<file path="config.mk">
export PLATFORM = sky130hd
export DESIGN_NAME = scm_ctrl
export DESIGN_NICKNAME = d
export VERILOG_FILES = /design/src/rtl/scm_pkg.sv /design/src/rtl/scm_ctrl.sv
export SDC_FILE = /design/constraint.sdc
export NUM_CORES = 1
export LEC_CHECK = 0
export BUFFER_PORTS_ARGS = -buffer_cell sky130_fd_sc_hd__buf_2
export CAP_MARGIN = 20
export CORE_ASPECT_RATIO = 0.9
export CORE_UTILIZATION = 60
export DETAILED_ROUTE_END_ITERATION = 6
export GPL_ROUTABILITY_DRIVEN = 0
export GPL_TIMING_DRIVEN = 0
export PLACE_DENSITY_LB_ADDON = 0.05
export SLEW_MARGIN = 20
export SYNTH_ARGS = -nofsm -noshare
export SYNTH_HDL_FRONTEND = slang
export SYNTH_SLANG_ARGS = --single-unit
</file>
<file path="constraint.sdc">
create_clock -name clk -period 11.5 [get_ports clk]
set_input_delay 3.45 -clock clk [delete_from_list [all_inputs] [get_ports clk]]
set_output_delay 3.45 -clock clk [all_outputs]
set_load 0.03 [all_outputs]
</file>
<file path="src/rtl/scm_pkg.sv">
`timescale 1ns / 1ps
package scm_pkg;

    localparam int VALUE_BITS = 43;
    localparam int IDX_BITS   = 3;
    localparam int CFG_IDX_W  = 2;
    localparam int CFG_DATA_W = 9;
    localparam int ASSETS_W   = 4;
    localparam int OBS_W      = 9;

    localparam logic [CFG_IDX_W-1:0] CFG_NUM_ASSETS = 2'd0;
    localparam logic [CFG_IDX_W-1:0] CFG_NUM_OBS    = 2'd1;

    typedef enum logic [2:0] {
        ST_LOAD,
        ST_START,
        ST_MAC,
        ST_DRAIN,
        ST_DIVS,
        ST_DIVW,
        ST_EMIT
    } state_t;

    typedef struct packed {
        logic st_wr;
        logic sum_add;
        logic sum_wr;
        logic sum_clr;
        logic sum_rd;
        logic mac_rd;
        logic acc_clr;
        logic div_start;
        logic emit;
    } cmd_t;

endpackage

</file>
<file path="src/rtl/scm_ctrl.sv">
`timescale 1ns / 1ps
module scm_ctrl
    import scm_pkg::*;
#(
    parameter int MAX_ASSETS = 8,
    parameter int MAX_OBS    = 256
)
(
    input  logic                                      clk,
    input  logic                                      rst_n,
    input  logic                                      start,
    output logic                                      busy,
    input  logic                                      cfg_valid,
    output logic                                      cfg_ready,
    input  logic [CFG_IDX_W-1:0]                      cfg_index,
    input  logic [CFG_DATA_W-1:0]                     cfg_data,
    input  logic                                      div_done,
    output cmd_t                                      cmd,
    output logic [$clog2(MAX_ASSETS*MAX_OBS)-1:0]     waddr,
    output logic [$clog2(MAX_ASSETS*MAX_OBS)-1:0]     raddr_a,
    output logic [$clog2(MAX_ASSETS*MAX_OBS)-1:0]     raddr_b,
    output logic [((MAX_ASSETS > 1) ? $clog2(MAX_ASSETS) : 1)-1:0] sum_waddr,
    output logic [((MAX_ASSETS > 1) ? $clog2(MAX_ASSETS) : 1)-1:0] sum_raddr_a,
    output logic [((MAX_ASSETS > 1) ? $clog2(MAX_ASSETS) : 1)-1:0] sum_raddr_b,
    output logic [$clog2(MAX_OBS+1)-1:0]              n_eff,
    output logic                                      strobe,
    output logic [IDX_BITS-1:0]                       row,
    output logic [IDX_BITS-1:0]                       col,
    output logic                                      last
);

    localparam int NB  = $clog2(MAX_OBS + 1);
    localparam int AW  = $clog2(MAX_ASSETS * MAX_OBS);
    localparam int AIW = (MAX_ASSETS > 1) ? $clog2(MAX_ASSETS) : 1;

    state_t          state_reg, state_next;
    logic            busy_reg, busy_next;
    logic [ASSETS_W-1:0] num_assets_reg;
    logic [OBS_W-1:0]    num_obs_reg;
    logic [NB-1:0]   obs_reg, obs_next;
    logic [AIW-1:0]  asset_reg, asset_next;
    logic [AW-1:0]   laddr_reg, laddr_next;
    logic [AIW-1:0]  i_reg, i_next, j_reg, j_next;
    logic [AW-1:0]   ibase_reg, ibase_next, jbase_reg, jbase_next;
    logic [NB-1:0]   k_reg, k_next;
    logic [1:0]      drain_reg, drain_next;
    logic            strobe_reg, strobe_next;
    logic [IDX_BITS-1:0] row_reg, row_next, col_reg, col_next;
    logic            last_reg, last_next;

    logic            cfg_wr, accept, entry_last;
    logic [AIW-1:0]  m_last;
    logic [NB-1:0]   n_last;

    assign cfg_ready = 1'b1;
    assign cfg_wr    = cfg_valid && cfg_ready;
    assign accept    = start && !busy_reg;

    // out-of-range register values are clamped
    always_comb
    begin
        if (num_assets_reg == '0)
            m_last = '0;
        else if (32'(num_assets_reg) > MAX_ASSETS)
            m_last = AIW'(MAX_ASSETS - 1);
        else
            m_last = AIW'(num_assets_reg - 1'b1);
        if (num_obs_reg < OBS_W'(2))
            n_eff = NB'(2);
        else if (32'(num_obs_reg) > MAX_OBS)
            n_eff = NB'(MAX_OBS);
        else
            n_eff = NB'(num_obs_reg);
        n_last = n_eff - 1'b1;
    end

    assign entry_last = (i_reg == m_last) && (j_reg == m_last);

    always_comb
    begin
        state_next  = state_reg;
        busy_next   = busy_reg;
        obs_next    = obs_reg;
        asset_next  = asset_reg;
        laddr_next  = laddr_reg;
        i_next      = i_reg;
        j_next      = j_reg;
        ibase_next  = ibase_reg;
        jbase_next  = jbase_reg;
        k_next      = k_reg;
        drain_next  = drain_reg;
        strobe_next = 1'b0;
        row_next    = row_reg;
        col_next    = col_reg;
        last_next   = last_reg;
        cmd         = '0;
        case (state_reg)
            ST_LOAD:
            begin
                if (cfg_wr)
                begin
                    obs_next    = '0;
                    asset_next  = '0;
                    laddr_next  = '0;
                    cmd.sum_clr = 1'b1;
                end
                else if (accept)
                begin
                    cmd.st_wr  = 1'b1;
                    laddr_next = laddr_reg + 1'b1;
                    if (obs_reg == n_last)
                    begin
                        cmd.sum_wr = 1'b1;
                        obs_next   = '0;
                        if (asset_reg == m_last)
                        begin
                            asset_next = '0;
                            laddr_next = '0;
                            busy_next  = 1'b1;
                            i_next     = '0;
                            j_next     = '0;
                            ibase_next = '0;
                            jbase_next = '0;
                            state_next = ST_START;
                        end
                        else
                        begin
                            asset_next = asset_reg + 1'b1;
                        end
                    end
                    else
                    begin
                        obs_next    = obs_reg + 1'b1;
                        cmd.sum_add = 1'b1;
                    end
                end
            end
            ST_START:
            begin
                cmd.acc_clr = 1'b1;
                cmd.sum_rd  = 1'b1;
                k_next      = '0;
                state_next  = ST_MAC;
            end
            ST_MAC:
            begin
                cmd.mac_rd = 1'b1;
                if (k_reg == n_last)
                begin
                    drain_next = '0;
                    state_next = ST_DRAIN;
                end
                else
                begin
                    k_next = k_reg + 1'b1;
                end
            end
            ST_DRAIN:
            begin
                // read, product, scale, accumulate
                if (drain_reg == 2'd2)
                    state_next = ST_DIVS;
                else
                    drain_next = drain_reg + 1'b1;
            end
            ST_DIVS:
            begin
                cmd.div_start = 1'b1;
                state_next    = ST_DIVW;
            end
            ST_DIVW:
            begin
                if (div_done)
                    state_next = ST_EMIT;
            end
            ST_EMIT:
            begin
                cmd.emit    = 1'b1;
                strobe_next = 1'b1;
                row_next    = IDX_BITS'(i_reg);
                col_next    = IDX_BITS'(j_reg);
                last_next   = entry_last;
                state_next  = ST_START;
                if (j_reg == m_last)
                begin
                    j_next     = '0;
                    jbase_next = '0;
                    if (i_reg == m_last)
                    begin
                        busy_next  = 1'b0;
                        state_next = ST_LOAD;
                    end
                    else
                    begin
                        i_next     = i_reg + 1'b1;
                        ibase_next = ibase_reg + AW'(n_eff);
                    end
                end
                else
                begin
                    j_next     = j_reg + 1'b1;
                    jbase_next = jbase_reg + AW'(n_eff);
                end
            end
            default:
            begin
                state_next = ST_LOAD;
            end
        endcase
    end

    always_ff @(posedge clk or negedge rst_n)
    begin
        if (!rst_n)
        begin
            state_reg      <= ST_LOAD;
            busy_reg       <= 1'b0;
            num_assets_reg <= ASSETS_W'(8);
            num_obs_reg    <= OBS_W'(256);
            obs_reg        <= '0;
            asset_reg      <= '0;
            laddr_reg      <= '0;
            i_reg          <= '0;
            j_reg          <= '0;
            ibase_reg      <= '0;
            jbase_reg      <= '0;
            k_reg          <= '0;
            drain_reg      <= '0;
            strobe_reg     <= 1'b0;
            row_reg        <= '0;
            col_reg        <= '0;
            last_reg       <= 1'b0;
        end
        else
        begin
            state_reg  <= state_next;
            busy_reg   <= busy_next;
            if (cfg_wr && cfg_index == CFG_NUM_ASSETS)
                num_assets_reg <= cfg_data[ASSETS_W-1:0];
            if (cfg_wr && cfg_index == CFG_NUM_OBS)
                num_obs_reg <= cfg_data[OBS_W-1:0];
            obs_reg    <= obs_next;
            asset_reg  <= asset_next;
            laddr_reg  <= laddr_next;
            i_reg      <= i_next;
            j_reg      <= j_next;
            ibase_reg  <= ibase_next;
            jbase_reg  <= jbase_next;
            k_reg      <= k_next;
            drain_reg  <= drain_next;
            strobe_reg <= strobe_next;
            row_reg    <= row_next;
            col_reg    <= col_next;
            last_reg   <= last_next;
        end
    end

    assign busy        = busy_reg;
    assign waddr       = laddr_reg;
    assign raddr_a     = ibase_reg + AW'(k_reg);
    assign raddr_b     = jbase_reg + AW'(k_reg);
    assign sum_waddr   = asset_reg;
    assign sum_raddr_a = i_reg;
    assign sum_raddr_b = j_reg;
    assign strobe      = strobe_reg;
    assign row         = row_reg;
    assign col         = col_reg;
    assign last        = last_reg;

endmodule

</file>
; ---- Word-level counts from Yosys, hierarchy flattened
; Index checks and enable logic that the tools add are counted.
; Widths: inputs -> output; s select.
[classes]
bitwise_logic = 0
magnitude_cmp = 3
addsub = 13
n_eq_ne = 25
n_shift = 0
n_mux = 65
mul = 0
reduce_logical = 21
n_div = 0
[ops]
columns = operator, n
row1 = $mux 11, 11
row2 = $mux 3, 22
row3 = $mux 9, 6
row4 = $add 11x9->11, 4
row5 = $pmux 11 s2, 2
row6 = $ne 2x2->1 const B, 12
row7 = $pmux 3 s7, 1
row8 = $reduce_and 7->1, 3
row9 = $add 9x1->9 const B, 2
row10 = $eq 9x9->1, 2
row11 = $pmux 9 s2, 1
row12 = $mux 1, 15
row13 = $pmux 3 s2, 2
row14 = $add 11x1->11 const B, 1
row15 = $reduce_bool 2->1, 5
row16 = $add 3x1->3 const B, 3
row17 = $eq 3x3->1, 3
row18 = $eq 3x3->1 const B, 3
row19 = $gt 9x9->1 const B, 1
row20 = $lt 9x2->1 const B, 1
row21 = $sub 9x1->9 const B, 1
row22 = $eq 3x2->1 const B, 2
row23 = $reduce_and 3->1, 2
row24 = $reduce_and 5->1, 1
row25 = 16 further kinds, 21
[word_totals]
latch_bits = 0
n_memories = 0
romBits = 0
reg_bits = 87
mem_bits_rw = 0
out_inout_bits = 70
wordCells = 144

; ---- Depth between registers and ports, before layout
; Gate-level depths: netlist (run 1).
[logic_depth]
depth_word = 9
mapped_depth = 16
depth_no_buf = 13

; ---- Worst setup path after synthesis (run 1)
; Ideal clock, no wire load.
[synth_timing]
path_kind = input to output
start = input port start
end = output port cmd[7] (netlist name)
cell_stages = 5
path_buffers = 1
arrival_ps = 4578
path_slack_ps = 3472
path_cell_list = nor2b_1 -> nor2b_1 -> nand2_1 -> clkbuf_1 -> nor2_1
[synth_lines]
columns = element, line
row1 = "start, declared", scm_ctrl.sv:11  ; input logic start,
row2 = "end, declared", scm_ctrl.sv:18  ; output cmd_t cmd,

==> impl_metrics.py, run 1 <==
metrics = {
    "finish": {
        "regArea_um2": 2180,
        "fill_cells": 775,
        "fin_nets": 860,
        "area_delta_synth_final_pct": 14.6,
        "layout-drive-gt1-share": 0.180,
        "multiInputGateArea_um2": 3790,
        "fin_util": 0.724,
        "antenna_cells": 0,
    },
    "timing": {
        "finalMaxSlewViolations": 0,
        "max_freq_ghz": 0.120,
        "finalSetupTns_ns": 0,
        "hold_ws_ns": 0.470,
        "rsz0062_at_grt": "no",
        "finalCriticalPeriod_ns": 8.36,
        "setup_viol": 0,
        "worst_pin_slew_ns": 0.857,
        "fin_crit_sh": 0.727,
        "hold_viol": 0,
        "slew_headroom": 0.423,
        "finClkSkew_ns": 0.0101,
    },
    "routing": {
        "post-route-drc-count": 0,
        "drt-vias-per-instance": 6.01,
        "drt-wirelength-per-cell_um": 17.3,
        "first_pass_iters": 5,
        "dr_total_vias": 5563,
        "first_iter_violations": 366,
        "drt_wl_total_um": 16000,
        "ant_nets": 0,
    },
    "global_routing": {
        "grt_pass1_vias": 5344,
        "grt_first_pass_wirelength_um": 26100,
        "grt_use_total": 0.311,
        "overflow": 0,
        "grt_start_max_net_pins": 53,
        "antenna_found_initial": 0,
    },
    "logic_synthesis": {
        "mappedNetlistArea_um2": 6260,
        "avgSynthCellArea_um2": 8.94,
        "synthesis.instances": 700,
        "synth_ff_type": "dfrtp_1",
        "syn-num-nets": 765,
        "synth_seq_area_share": 0.348,
        "synth_edf_count": 0,
        "synthArstFlopShare": 1.00,
        "synth_seq_cells": 87,
        "synthDistinctLibCells": 69,
        "yosys_warnings": 0,
    },
    "floorplan": {
        "start_util": 0.631,
        "die_w_um": 110,
        "die_y_um": 98.9,
        "dieArea_um2": 10800,
        "coreArea_um2": 9910,
        "ios": 86,
        "fp-row-count": 34,
    },
    "cts": {
        "path_clk_slew_ns": 0.06,
        "clockRootBuffer": "clkbuf_16",
        "cts_buffers": 9,
        "cts_buffer_depth": 2,
        "cts.sinks": 87,
        "insertion_delay_ns": 0.35,
        "cts_hold_buf": 0,
        "cts.htree.levels": 3,
        "post_cts_buffers": 0,
        "cts_resized": 0,
        "cts_tree": "done",
    },
    "critical_path": {
        "crit_fanout": 10,
        "path_class": "input pin to output port",
        "endpoint_kind": "output port",
        "worst_ep_required_time_ns": 8.05,
        "r2r_setup_slack_ns": 6.59,
        "startpoint_type": "input pin",
        "crit_arrival_ns": 4.91,
    },
    "power_and_ir_drop": {
        "vdd_drop_max_v": 0.000147,
        "power_density_nw_per_um2": 229,
        "total_power_mw": 1.64,
        "p_leak_nw": 3.47,
    },
    "placement": {
        "port_buffers": 83,
        "place_hpwl_um": 11900,
    },
    "status": {
        "status": "completed",
    },
    "hold_path": {
        "hp-class": "register to register",
    },
    "run": {
        "max-cap-violations": 0,
    },
}
==> critical path, stage by stage <==
cell      delay [ns]
buf_2           0.07
nor2b_1         0.30
nor2b_1         0.23
nand2_1         0.17
clkbuf_1        0.33
nor2_1          0.15
buf_2           0.20
==> final timing paths <==
path | to | from | depth (start not counted)
worst max-delay path | cmd[7] | start | 7
worst min-delay path | col[2]$_DFFE_PN0P_ | col[2]$_DFFE_PN0P_ | 2
worst max register to register | ibase_reg[6]$_DFFE_PN0P_ | num_obs_reg[2]$_DFFE_PN0P_ | 14
worst min register to register | col[2]$_DFFE_PN0P_ | col[2]$_DFFE_PN0P_ | 2
max in group asynchronous | num_assets_reg[3]$_DFFE_PN1P_ | rst_n | 2
min in group asynchronous | ibase_reg[6]$_DFFE_PN0P_ | rst_n | 1
==> through the flow <==
| step | instances | area [µm²] | setup WS [ns] |
|---|---|---|---|
| finish | 926 | 7170 | 3.14 |
| global route | 926 | 7170 | 2.91 |
| CTS | 926 | 7170 | 3.17 |
| detailed placement | 910 | 6860 | 3.17 |
| global placement | 909 | 6830 | 3.17 |
| floorplan | 700 | 6260 | 3.47 |
==> placed cells by master, fill, tap and decap left out, drive strengths merged, types with 22 or more instances in the layout <==
cell	netlist	layout
o21ai	49	49
a21oi	32	32
mux2	22	22
clkbuf	22	34
nand2	65	65
buf	9	93
nor2	57	57
ha	45	45
dfrtp	85	85
nand3	24	24
inv	37	37
xnor2	40	40
==> kinds of logic after synthesis <==
kind of cell,Yosys count,synth area share
compound gates,173,0.182
flops,87,0.348
simple gates,235,0.187
mux,30,0.0542
fa+ha+maj,50,0.104
xor+xnor,56,0.0784
buf+inv,68,0.0454
other cells,1,0.000599
==> final cells by class <==
type                    instances  area share
plain buffers                  31      0.0202
clock buffers                  12      0.0358
clock inverters                 4     0.00750
inverters                      37      0.0194
multi-input cells             545       0.529
flip-flops and latches         87       0.304
well taps                     126      0.0220
repair buffers                 84      0.0621
==> synthesized netlist by cell type, types with 6 or more instances <==
cell | number | area share
a22o_1 | 15 | 0.021
xnor2_1 | 40 | 0.056
nand4_1 | 7 | 0.0070
clkbuf_1 | 21 | 0.013
a211oi_1 | 7 | 0.0084
nand2_1 | 64 | 0.038
o21ai_0 | 47 | 0.038
nand3_1 | 24 | 0.019
o211ai_1 | 10 | 0.012
nor3_1 | 20 | 0.016
nor2_1 | 57 | 0.034
a21o_1 | 11 | 0.013
and3_1 | 9 | 0.0090
o21a_1 | 7 | 0.0084
dfrtp_1 | 85 | 0.34
a31oi_1 | 6 | 0.0060
inv_1 | 37 | 0.022
mux2i_1 | 8 | 0.013
nand2b_1 | 10 | 0.010
mux2_2 | 19 | 0.034
xor2_1 | 16 | 0.022
nor2b_1 | 18 | 0.018
o22ai_1 | 7 | 0.0070
ha_1 | 45 | 0.090
a21oi_1 | 32 | 0.026
==> power breakdown <==
| group | switching (mW) | internal (mW) |
|---|---|---|
| clock | 0.124 | 0.181 |
| sequential | 0.0966 | 0.376 |
| combinational | 0.552 | 0.312 |
| total | 0.773 | 0.869 |
==> layer usage <==
layer  global-route usage  routed length, µm  vias up
li1                     -                  -     2687
met1                0.415               7070     2682
met2                0.518               7790      167
met3               0.0522                838       27
met4               0.0913                272        0
met5                    0                  0        -
No activity file was read; power rests on OpenSTA's default activity.
==> run 2, diff against run 1 <==
Settings changed: CORE_UTILIZATION 60 to 53.
Clock period 11.5 ns to 7.3 ns, I/O delays scaled along.
==> impl_metrics.py, run 2 (synthesis results as in run 1) <==
metrics = {
    "placement": {
        "port_buffers": 83,
        "place_hpwl_um": 12000,
        "dp_cells": 940,
        "pre_cts_ws_ns": 1.05,
    },
    "timing": {
        "max_freq_ghz": 0.149,
        "finClkSkew_ns": 0.00902,
        "finalCriticalPeriod_ns": 6.69,
        "hold_viol": 0,
        "finalSetupTns_ns": 0,
        "slew_headroom": 0.413,
        "worst_pin_slew_ns": 0.880,
        "worst_slack_ns": 0.610,
        "finalMaxSlewViolations": 0,
        "fin_crit_sh": 0.916,
        "setup_viol": 0,
        "rsz0062_at_grt": "no",
    },
    "cts": {
        "cts_tree": "done",
        "path_clk_slew_ns": 0.06,
        "cts_hold_buf": 0,
        "cts.htree.levels": 3,
        "post_cts_buffers": 0,
        "insertion_delay_ns": 0.35,
        "cts_resized": 0,
        "cts.sinks": 87,
        "clockRootBuffer": "clkbuf_16",
        "cts_buffer_depth": 2,
        "cts_buffers": 9,
    },
    "critical_path": {
        "endpoint_kind": "output port",
        "path_class": "register to output port",
        "startpoint_type": "register",
        "crit_arrival_ns": 4.50,
        "worst_ep_required_time_ns": 5.11,
        "crit_fanout": 10,
    },
    "finish": {
        "mostFrequentLayoutCells": "86 x buf_2, 85 x dfrtp_1, 64 x nand2_1",
        "antenna_cells": 0,
        "layout-drive-gt1-share": 0.180,
        "fin_cells": 956,
        "final_common_cell": "buf_2",
        "area_delta_synth_final_pct": 14.7,
        "fin_util": 0.625,
        "fin_nets": 860,
    },
    "routing": {
        "drt-vias-per-instance": 5.76,
        "post-route-drc-count": 0,
        "drt_wl_total_um": 15900,
        "dr_total_vias": 5505,
        "ant_nets": 0,
        "drt-wirelength-per-cell_um": 16.7,
        "first_pass_iters": 5,
        "first_iter_violations": 365,
    },
    "power_and_ir_drop": {
        "p_leak_nw": 3.45,
        "vdd_drop_max_v": 0.000247,
        "total_power_mw": 2.53,
        "power_density_nw_per_um2": 352,
    },
    "floorplan": {
        "dieArea_um2": 12200,
        "ios": 86,
        "coreArea_um2": 11500,
        "fp-row-count": 37,
        "die_w_um": 117,
        "die_y_um": 105,
        "start_util": 0.545,
    },
    "global_routing": {
        "grt_pass1_vias": 5240,
        "overflow": 0,
        "antenna_found_initial": 0,
        "grt_first_pass_wirelength_um": 26000,
        "grt_use_total": 0.276,
        "grt_start_max_net_pins": 54,
    },
    "hold_path": {
        "hp-class": "register to register",
    },
    "status": {
        "status": "completed",
    },
    "run": {
        "max-cap-violations": 0,
    },
}
## run 2: path summary, 6_finish.rpt
check / startpoint / end / slack (ns) / cells after the start
worst max-delay path: num_obs_reg[5]$_DFFE_PN0P_ / cmd[7] / 0.61 / 13
worst min-delay path: col[1]$_DFFE_PN0P_ / col[1]$_DFFE_PN0P_ / 0.48 / 2
worst max register to register: num_obs_reg[5]$_DFFE_PN0P_ / ibase_reg[8]$_DFFE_PN0P_ / 2.45 / 15
worst min register to register: col[1]$_DFFE_PN0P_ / col[1]$_DFFE_PN0P_ / 0.48 / 2
max in group asynchronous: rst_n / num_assets_reg[3]$_DFFE_PN1P_ / 4.83 / 2
min in group asynchronous: rst_n / jbase_reg[10]$_DFFE_PN0P_ / 1.79 / 1
## run 2: worst max-delay path, cell delays in order, from the launching register on
cell and delay [ns]:
dfrtp_1 0.50, nor4_2 0.43, buf_4 0.24, a21oi_1 0.07, nor2_1 0.54, inv_1 0.10, ha_1 0.27, buf_2 0.21
xnor2_1 0.16, o221ai_1 0.17, or4_4 0.53, nor4_4 0.64, nor2_1 0.08, buf_2 0.20
## run 2: metal layers
metal	vias to the layer above	wire length, µm	global-route usage
met5	-	0	0
met4	0	298	0.0796
met3	24	936	0.0563
met2	165	7560	0.445
met1	2620	7130	0.371
li1	2696	-	-
## run 2: stage by stage
stage	area (µm²)	hold slack, ns
final	7180	0.476
after global routing	7180	0.509
after CTS	7180	0.480
after detailed placement	6900	0.466
after global placement	6870	0.453
after floorplan	6260	0.498
## run 2: area by class of cell
cell class	count	area (µm²)
fill	1018	4310
tap	156	195
clock buffer	11	243
clock inverter	5	33.8
inverter	37	139
timing repair buffer	84	445
buffer	31	145
sequential	87	2180
multi-input combinational	545	3790
## run 2: report_power, final
group / total, mW / switching, mW / internal [mW]
Combinational: 1.35 / 0.857 / 0.491
Clock: 0.439 / 0.200 / 0.239
Sequential: 0.740 / 0.149 / 0.592
